## src/hw/rtl/sfe_pkg.sv

```systemverilog
`timescale 1ns / 1ps
`default_nettype none
// ----------------------------------------------------------------------------
// Sensor filter package
// Shared constants, configuration codes and the low-pass tap table.
// ----------------------------------------------------------------------------
package sfe_pkg;

  localparam int unsigned OUT_BITS       = 16;
  localparam int unsigned OUT_MAX        = 65535;
  localparam int unsigned FRAC_BITS      = 16;
  localparam int unsigned ROUND_SHIFT    = 12;
  localparam int unsigned ROUND_HALF     = 2048;
  localparam int unsigned TAP_BITS       = 16;
  localparam int unsigned TAP_IDX_BITS   = 5;
  localparam int unsigned KNOWN_TAPS     = 11;
  localparam int unsigned WEIGHT_BITS    = 16;
  localparam int unsigned CFG_INDEX_BITS = 1;
  localparam int unsigned CFG_DATA_BITS  = 16;

  typedef logic [CFG_INDEX_BITS-1:0] cfg_index_t;

  localparam cfg_index_t CFG_FILTER_MODE    = cfg_index_t'(0);
  localparam cfg_index_t CFG_AVERAGE_WEIGHT = cfg_index_t'(1);

  typedef enum logic {
    MODE_FIR     = 1'b0,
    MODE_AVERAGE = 1'b1
  } filter_mode_e;

  localparam logic [WEIGHT_BITS-1:0] WEIGHT_RESET = 16'd4588;

  localparam logic [TAP_BITS-1:0] TAP_TABLE [KNOWN_TAPS] = '{
    16'd1401, 16'd2887, 16'd4969, 16'd7070, 16'd8638, 16'd9220,
    16'd8638, 16'd7070, 16'd4969, 16'd2887, 16'd1401
  };

  // Taps past the designed set are zero.
  function automatic logic [TAP_BITS-1:0] tap_coeff(input logic [TAP_IDX_BITS-1:0] k);
    logic [TAP_BITS-1:0] c;
    c = '0;
    if (k < TAP_IDX_BITS'(KNOWN_TAPS)) begin
      c = TAP_TABLE[k[3:0]];
    end
    return c;
  endfunction

endpackage
`default_nettype wire

```

## src/hw/rtl/sfe_round.sv

```systemverilog
`timescale 1ns / 1ps
`default_nettype none
// ----------------------------------------------------------------------------
// Round and saturate
// Converts a Q.16 value to unsigned 12.4, rounded half up, clamped to 16 bits.
// ----------------------------------------------------------------------------
module sfe_round import sfe_pkg::*; #(
  parameter int unsigned IN_BITS = 28
) (
  input  wire logic [IN_BITS-1:0]  value_i,
  output logic      [OUT_BITS-1:0] value_o
);

  localparam int unsigned RND_BITS = IN_BITS + 1 - ROUND_SHIFT;
  localparam int unsigned CMP_BITS = (RND_BITS > OUT_BITS) ? RND_BITS : OUT_BITS;

  logic [IN_BITS:0]    biased;
  logic [RND_BITS-1:0] rnd;

  always_comb begin
    biased  = {1'b0, value_i} + (IN_BITS + 1)'(ROUND_HALF);
    rnd     = RND_BITS'(biased >> ROUND_SHIFT);
    value_o = OUT_BITS'(rnd);
    if (CMP_BITS'(rnd) > CMP_BITS'(OUT_MAX)) begin
      value_o = '1;
    end
  end

endmodule
`default_nettype wire

```

## src/hw/rtl/sfe_fir.sv

```systemverilog
`timescale 1ns / 1ps
`default_nettype none
// ----------------------------------------------------------------------------
// Symmetric low-pass FIR
// Delay line of past samples and the constant-tap sum of products.
// ----------------------------------------------------------------------------
module sfe_fir import sfe_pkg::*; #(
  parameter int unsigned TAP_COUNT   = 11,
  parameter int unsigned SAMPLE_BITS = 12
) (
  input  wire logic                   clk_i,
  input  wire logic                   rst_ni,
  input  wire logic                   advance_i,
  input  wire logic [SAMPLE_BITS-1:0] sample_i,
  output logic      [OUT_BITS-1:0]    fir_o
);

  localparam int unsigned DEPTH    = TAP_COUNT - 1;
  // Tap set sums below 2^16, so the sum fits in sample plus tap width.
  localparam int unsigned ACC_BITS = SAMPLE_BITS + TAP_BITS;

  logic [SAMPLE_BITS-1:0] delay_q [DEPTH];
  logic [ACC_BITS-1:0]    acc;

  always_ff @(posedge clk_i or negedge rst_ni) begin
    if (!rst_ni) begin
      for (int i = 0; i < DEPTH; i++) begin
        delay_q[i] <= '0;
      end
    end else if (advance_i) begin
      delay_q[0] <= sample_i;
      for (int i = 1; i < DEPTH; i++) begin
        delay_q[i] <= delay_q[i-1];
      end
    end
  end

  always_comb begin
    acc = ACC_BITS'(sample_i) * ACC_BITS'(tap_coeff(TAP_IDX_BITS'(0)));
    for (int i = 0; i < DEPTH; i++) begin
      acc = acc + ACC_BITS'(delay_q[i]) * ACC_BITS'(tap_coeff(TAP_IDX_BITS'(i + 1)));
    end
  end

  sfe_round #(
    .IN_BITS (ACC_BITS)
  ) u_round (
    .value_i (acc),
    .value_o (fir_o)
  );

endmodule
`default_nettype wire

```

## config.mk

```make
export PLATFORM = sky130hd
export DESIGN_NAME = sfe_fir
export DESIGN_NICKNAME = d
export VERILOG_FILES = /design/src/hw/rtl/sfe_pkg.sv /design/src/hw/rtl/sfe_round.sv /design/src/hw/rtl/sfe_fir.sv
export SDC_FILE = /design/constraint.sdc
export NUM_CORES = 2
export LEC_CHECK = 0
export BUFFER_PORTS_ARGS = -buffer_cell sky130_fd_sc_hd__buf_2
export CAP_MARGIN = 20
export CORE_ASPECT_RATIO = 0.9
export CORE_UTILIZATION = 60
export DETAILED_ROUTE_END_ITERATION = 7
export PLACE_DENSITY_LB_ADDON = 0.12
export SYNTH_ARGS = -nofsm -noshare
export SYNTH_HDL_FRONTEND = slang
export SYNTH_SLANG_ARGS = --single-unit
```

## constraint.sdc

```tcl
create_clock -name clk_i -period 29.8 [get_ports clk_i]
set_input_delay 2.98 -clock clk_i [delete_from_list [all_inputs] [get_ports clk_i]]
set_output_delay 2.98 -clock clk_i [all_outputs]
set_load 0.02 [all_outputs]
```

Yosys cells after proc, flatten, opt, wreduce, memory -nomap -nowiden
Cells that the tools add are included.
{"block": "op_classes", "n_addsub": 11, "n_mul": 11, "n_div": 0, "n_lt_le_gt_ge": 1, "eq_ne": 0, "n_shift": 0, "muxes": 1, "bitwise": 0, "reduce_logical": 0}
{"cell": "multiplier 12 x 12 -> 24 bit, second input constant", "n": 5}
{"cell": "multiplier 12 x 13 -> 25 bit, second input constant", "n": 4}
{"cell": "adder 28 x 25 -> 28 bit", "n": 2}
{"cell": "adder 28 x 26 -> 28 bit", "n": 2}
{"cell": "multiplier 12 x 11 -> 23 bit, second input constant", "n": 2}
{"cell": "adder 28 x 12 -> 29 bit, second input constant", "n": 1}
{"cell": "adder 27 x 26 -> 28 bit", "n": 1}
{"cell": "adder 28 x 23 -> 28 bit", "n": 1}
{"cell": "adder 28 x 24 -> 28 bit", "n": 1}
{"cell": "adder 26 x 25 -> 27 bit", "n": 1}
{"cell": "adder 25 x 25 -> 26 bit", "n": 1}
{"cell": "adder 23 x 24 -> 25 bit", "n": 1}
{"cell": "> comparator 17 x 16 -> 1 bit, second input constant", "n": 1}
{"cell": "2-to-1 mux 16 bit", "n": 1}
{"block": "totals", "regBits": 120, "latchBits": 0, "mem_bits_rw": 0, "rom_bits": 0, "input_bits": 15, "out_inout_bits": 16, "mem_count": 0}

Depth between registers and ports, before layout
{"block": "logic_depth", "word_depth": 14, "ltp_mapped": 51}

By module
A second synthesis with hierarchy kept.
{"block": "hier_totals", "hier_cells": 3818, "area_unflattened_um2": 38409.3}
{"mod": "sfe_fir", "instances": 1, "cells_each": 3752, "area_each_um2": 37987.7, "seq_area_each_um2": 3002.9}
{"mod": "sfe_round", "instances": 1, "cells_each": 66, "area_each_um2": 421.7, "seq_area_each_um2": 0.0}

Least setup slack after synthesis
No wires, ideal clock.
{"block": "synth_timing", "path_type": "register to output", "from": "reg delay_q[75] (netlist bit)", "to": "out fir_o[14]", "arrival_time_ns": 11.842, "required_time_ns": 26.820, "setup_slack_ns": 14.978, "path_stages_with_launch": 45, "path_cell_list": "dfrtp_1 inv_1 fa_1 inv_1 ha_1 inv_1 fa_1 fa_1 fa_1 inv_1 ha_1 a21oi_1 o21bai_1 a21oi_1 nor2_1 o21a_1 a31o_2 xnor2_1 [9 not listed] fa_1 fa_1 inv_1 fa_1 inv_1 fa_1 inv_1 ha_1 a21oi_1 a21boi_0 a31oi_4 o21a_1 nor4_4 and4_1 buf_4 a31oi_1 or3_1 a31oi_1"}
{"block": "synth_between", "elab_chain_cells": 11}
{"element": "start: declaration", "line_no": "sfe_fir.sv:22", "source": "logic [SAMPLE_BITS-1:0] delay_q [DEPTH];"}
{"element": "start signal: indexed assignment", "line_no": "sfe_fir.sv:33", "source": "delay_q[i] <= delay_q[i-1];"}
{"element": "multiplier 12 x 13 -> 25 bit (*)", "line_no": "sfe_fir.sv:41", "source": "acc = acc + ACC_BITS'(delay_q[i]) * ACC_BITS'(tap_coeff(TAP_IDX_BITS'(i + 1)));"}
{"element": "adder 27 x 26 -> 28 bit (*)", "line_no": "sfe_fir.sv:41"}
{"element": "adder 28 x 26 -> 28 bit (*) (2 in series)", "line_no": "sfe_fir.sv:41"}
{"element": "adder 28 x 25 -> 28 bit (*) (2 in series)", "line_no": "sfe_fir.sv:41"}
{"element": "adder 28 x 24 -> 28 bit (*)", "line_no": "sfe_fir.sv:41"}
{"element": "adder 28 x 23 -> 28 bit (*)", "line_no": "sfe_fir.sv:41"}
{"element": "adder 28 x 12 -> 29 bit (*)", "line_no": "sfe_round.sv:21", "source": "biased = {1'b0, value_i} + (IN_BITS + 1)'(ROUND_HALF);"}
{"element": "> comparator 17 x 16 -> 1 bit", "line_no": "sfe_round.sv:24", "source": "if (CMP_BITS'(rnd) > CMP_BITS'(OUT_MAX)) begin"}
{"element": "2-to-1 mux 16 bit (*)", "line_no": "sfe_round.sv:24"}
{"element": "end: declaration", "line_no": "sfe_fir.sv:15", "source": "output logic [OUT_BITS-1:0] fir_o"}
Mark *: on every way between the ends. The rest lies on a longest branch, timed or not.

Final worst setup path
{"block": "layout_timing", "from": "reg delay_q[48] (netlist bit)", "to": "out fir_o[13]"}
{"block": "layout_between", "elab_chain_cells": 9}
{"element": "multiplier 12 x 13 -> 25 bit (*)", "line_no": "sfe_fir.sv:41"}
{"element": "adder 28 x 26 -> 28 bit (*)", "line_no": "sfe_fir.sv:41"}
{"element": "adder 28 x 25 -> 28 bit (*) (2 in series)", "line_no": "sfe_fir.sv:41"}
{"element": "adder 28 x 24 -> 28 bit (*)", "line_no": "sfe_fir.sv:41"}
{"element": "adder 28 x 23 -> 28 bit (*)", "line_no": "sfe_fir.sv:41"}
{"element": "adder 28 x 12 -> 29 bit (*)", "line_no": "sfe_round.sv:21"}
{"element": "> comparator 17 x 16 -> 1 bit", "line_no": "sfe_round.sv:24"}
{"element": "2-to-1 mux 16 bit (*)", "line_no": "sfe_round.sv:24"}
Marked as above.

==> impl_metrics.toml <==
[flow_run]
maxCapViolCount = 0

[grt]
grt_pass1_vias = 26184
grt_usage = 0.334
grt_overflow = 0
grt_max_degree = 70
antenna_found_initial = 1
grt_pass1_wl_mm = 155

[layout]
drive_above_1_share = 0.0417
ff_latch_area_um2 = 3000
num_antenna_cells = 0
regMostFlops = "delay_q"
nNetsFinal = 5244
layout_common_cells = "inv_1 (1231), fa_1 (773), ha_1 (745)"
largest_reg_flops = 120
n_fill_cell = 5206
synthToLayoutAreaGrowth_pct = 4.49
multi_input_area_um2 = 29900
reg_top3 = "delay_q: 120 flops"
layout_commonest_cell = "inv_1"

[clock_network]
postCtsSetupRepairBufs = 0
cts_resized = 0
cts_buffers = 17
cts_hold_buffers = 0
path_clk_slew_ps = 60
clk_latency_ps = 510
ctsRootBufferMaster = "clkbuf_16"
cts_tree = "built"
htreeDepth = 4
clock_path_buffers = 2
cts_sinks = 120

[yosys]
syn_avg_cell_area_um2 = 10.2
yosysSeqAreaShare = 0.0797
synth_edf_count = 0
synthFlopType = "dfrtp_1"
synthDistinctLibCells = 72
syn-instance-count = 3689
synthesis.nets = 5222
yosys_warnings = 0
async_reset_ff_frac = 1.00
synth-seq-cells = 120
synth_area_um2 = 37700

[setup_path]
slowest_stage = "dfrtp_1"
worstPathArrival_ps = 14270
r2r_cells = 2
r2r-start = "delay_q[98]"
worstPathMaxFanout = 13
cpMostUsedCell = "fa_1"
cp-end-kind = "output pin"
cpPeakStageDelay_ps = 800
critical_path_class = "reg2out"
crit_start = "delay_q[48]"
cp.required_ps = 26820
critPathLaunchType = "flop"

[timing]
period_minus_slack_ps = 17250
setup-tns-final_ps = 0
rsz0062_at_grt = "no"
drv_slew = 0
setup_violations = 0
finalCritPeriodShare = 0.579
worst_pin_slew_ps = 858
slew_headroom = 0.428
finalHoldViolations = 0
fmax_ghz = 0.0580
fin_skew_ps = 13.9

[drt]
routed_wirelength_mm = 97.7
routedWlPerCell_um = 21.4
drc = 0
routed-via-count = 24545
vias_per_cell = 5.39
initialDrtViolationCount = 1656
ant_nets = 0
dr.pass1.iters = 7

[die]
die_h_um = 240
rows = 86
die_w_um = 266
core_um2 = 61700
initial_core_util = 0.611
dieArea_um2 = 63800
io_pins = 31

[placement]
dp_hpwl_mm = 86.1
gp_congestion = 0.974
portBuffers = 30

[worst_hold_path]
whs_path_depth = 1
hold_path_class = "reg2reg"
worstHoldStart = "delay_q[77]"

[outcome]
status = "completed"
[metrics by stage]
step           utilization  area (µm²)  setup WS [ps]  hold slack [ps]  std cells
4_1_cts              0.638       39400          12630              587       4556
6_report             0.638       39400          12550              586       4556
3_5_place_dp         0.629       38800          13210              572       4528
5_1_grt              0.638       39400          11910              607       4556
3_3_place_gp         0.629       38800          13310              554       4528
2_1_floorplan            -       37700          14980              524       3689
[cell type report]
cell class / instances / area share
clock buffers: 19 / 0.0115
clock inverters: 9 / 0.00324
inverters: 1231 / 0.117
multi-input cells: 2308 / 0.760
flip-flops and latches: 120 / 0.0763
well taps: 836 / 0.0266
repair buffers: 33 / 0.00470
[routing by layer]
layer	global-route usage	share of wire	wire length, µm
met2	0.502	0.44	42900
met5	0	0	0
met3	0.0688	0.078	7670
met4	0.0864	0.026	2540
met1	0.494	0.46	44600
[cell usage after synthesis, types with 4 or more instances]
cell / count / share of area
a21oi_1: 61 / 0.0081
a31oi_1: 10 / 0.0017
and4_1: 4 / 0.00093
dfrtp_1: 120 / 0.080
o311ai_0: 4 / 0.00093
ha_1: 745 / 0.25
a21boi_0: 6 / 0.0012
clkbuf_1: 24 / 0.0024
o21a_1: 12 / 0.0024
nor3_1: 26 / 0.0035
inv_1: 1231 / 0.12
a31o_2: 4 / 0.00093
o31ai_1: 4 / 0.00080
or3_1: 15 / 0.0025
nand3_1: 28 / 0.0037
a21o_1: 31 / 0.0062
fa_1: 773 / 0.41
o21bai_1: 6 / 0.0012
nor2_1: 60 / 0.0060
and3_1: 16 / 0.0027
xnor2_1: 53 / 0.012
nor2b_1: 13 / 0.0022
o211ai_1: 6 / 0.0012
nand2_1: 114 / 0.011
o21ai_0: 98 / 0.013
xor2_1: 46 / 0.011
a211oi_1: 17 / 0.0034
mux2_2: 61 / 0.018
nand2b_1: 15 / 0.0025
and2_1: 4 / 0.00066
or2_2: 16 / 0.0027
nand4_1: 6 / 0.0010
[cell families after synthesis]
logic type | count (synthesis) | share of synthesized area
XOR/XNOR | 101 | 0.0239
multiplexers | 64 | 0.0190
adder cells (fa/ha/maj) | 1518 | 0.658
AND/OR/NAND/NOR | 335 | 0.0441
buffers and inverters | 1261 | 0.126
AO/OA/AOI/OAI | 290 | 0.0491
flip-flops | 120 | 0.0797
[worst paths after layout]
path / end / slack (ps)
max in group asynchronous: delay_q[2] / 25890
min in group asynchronous: delay_q[57] / 2540
worst max-delay path: fir_o[13] / 12550
worst max register to register: delay_q[98] / 28510
worst min register to register: delay_q[65] / 590
worst min-delay path: delay_q[65] / 590
[critical path: cells and delay by family, from the launching register on]
family / cells / cell delay (ps)
AND/OR/NAND/NOR: 4 / 1740
buffers and inverters: 10 / 750
AO/OA/AOI/OAI: 11 / 3070
flip-flops: 1 / 800
adder cells (fa/ha/maj): 17 / 7390
Power is left out: the tool's default activity adds up to more than one toggle a clock period on the data nets, which glitch-free logic cannot reach.
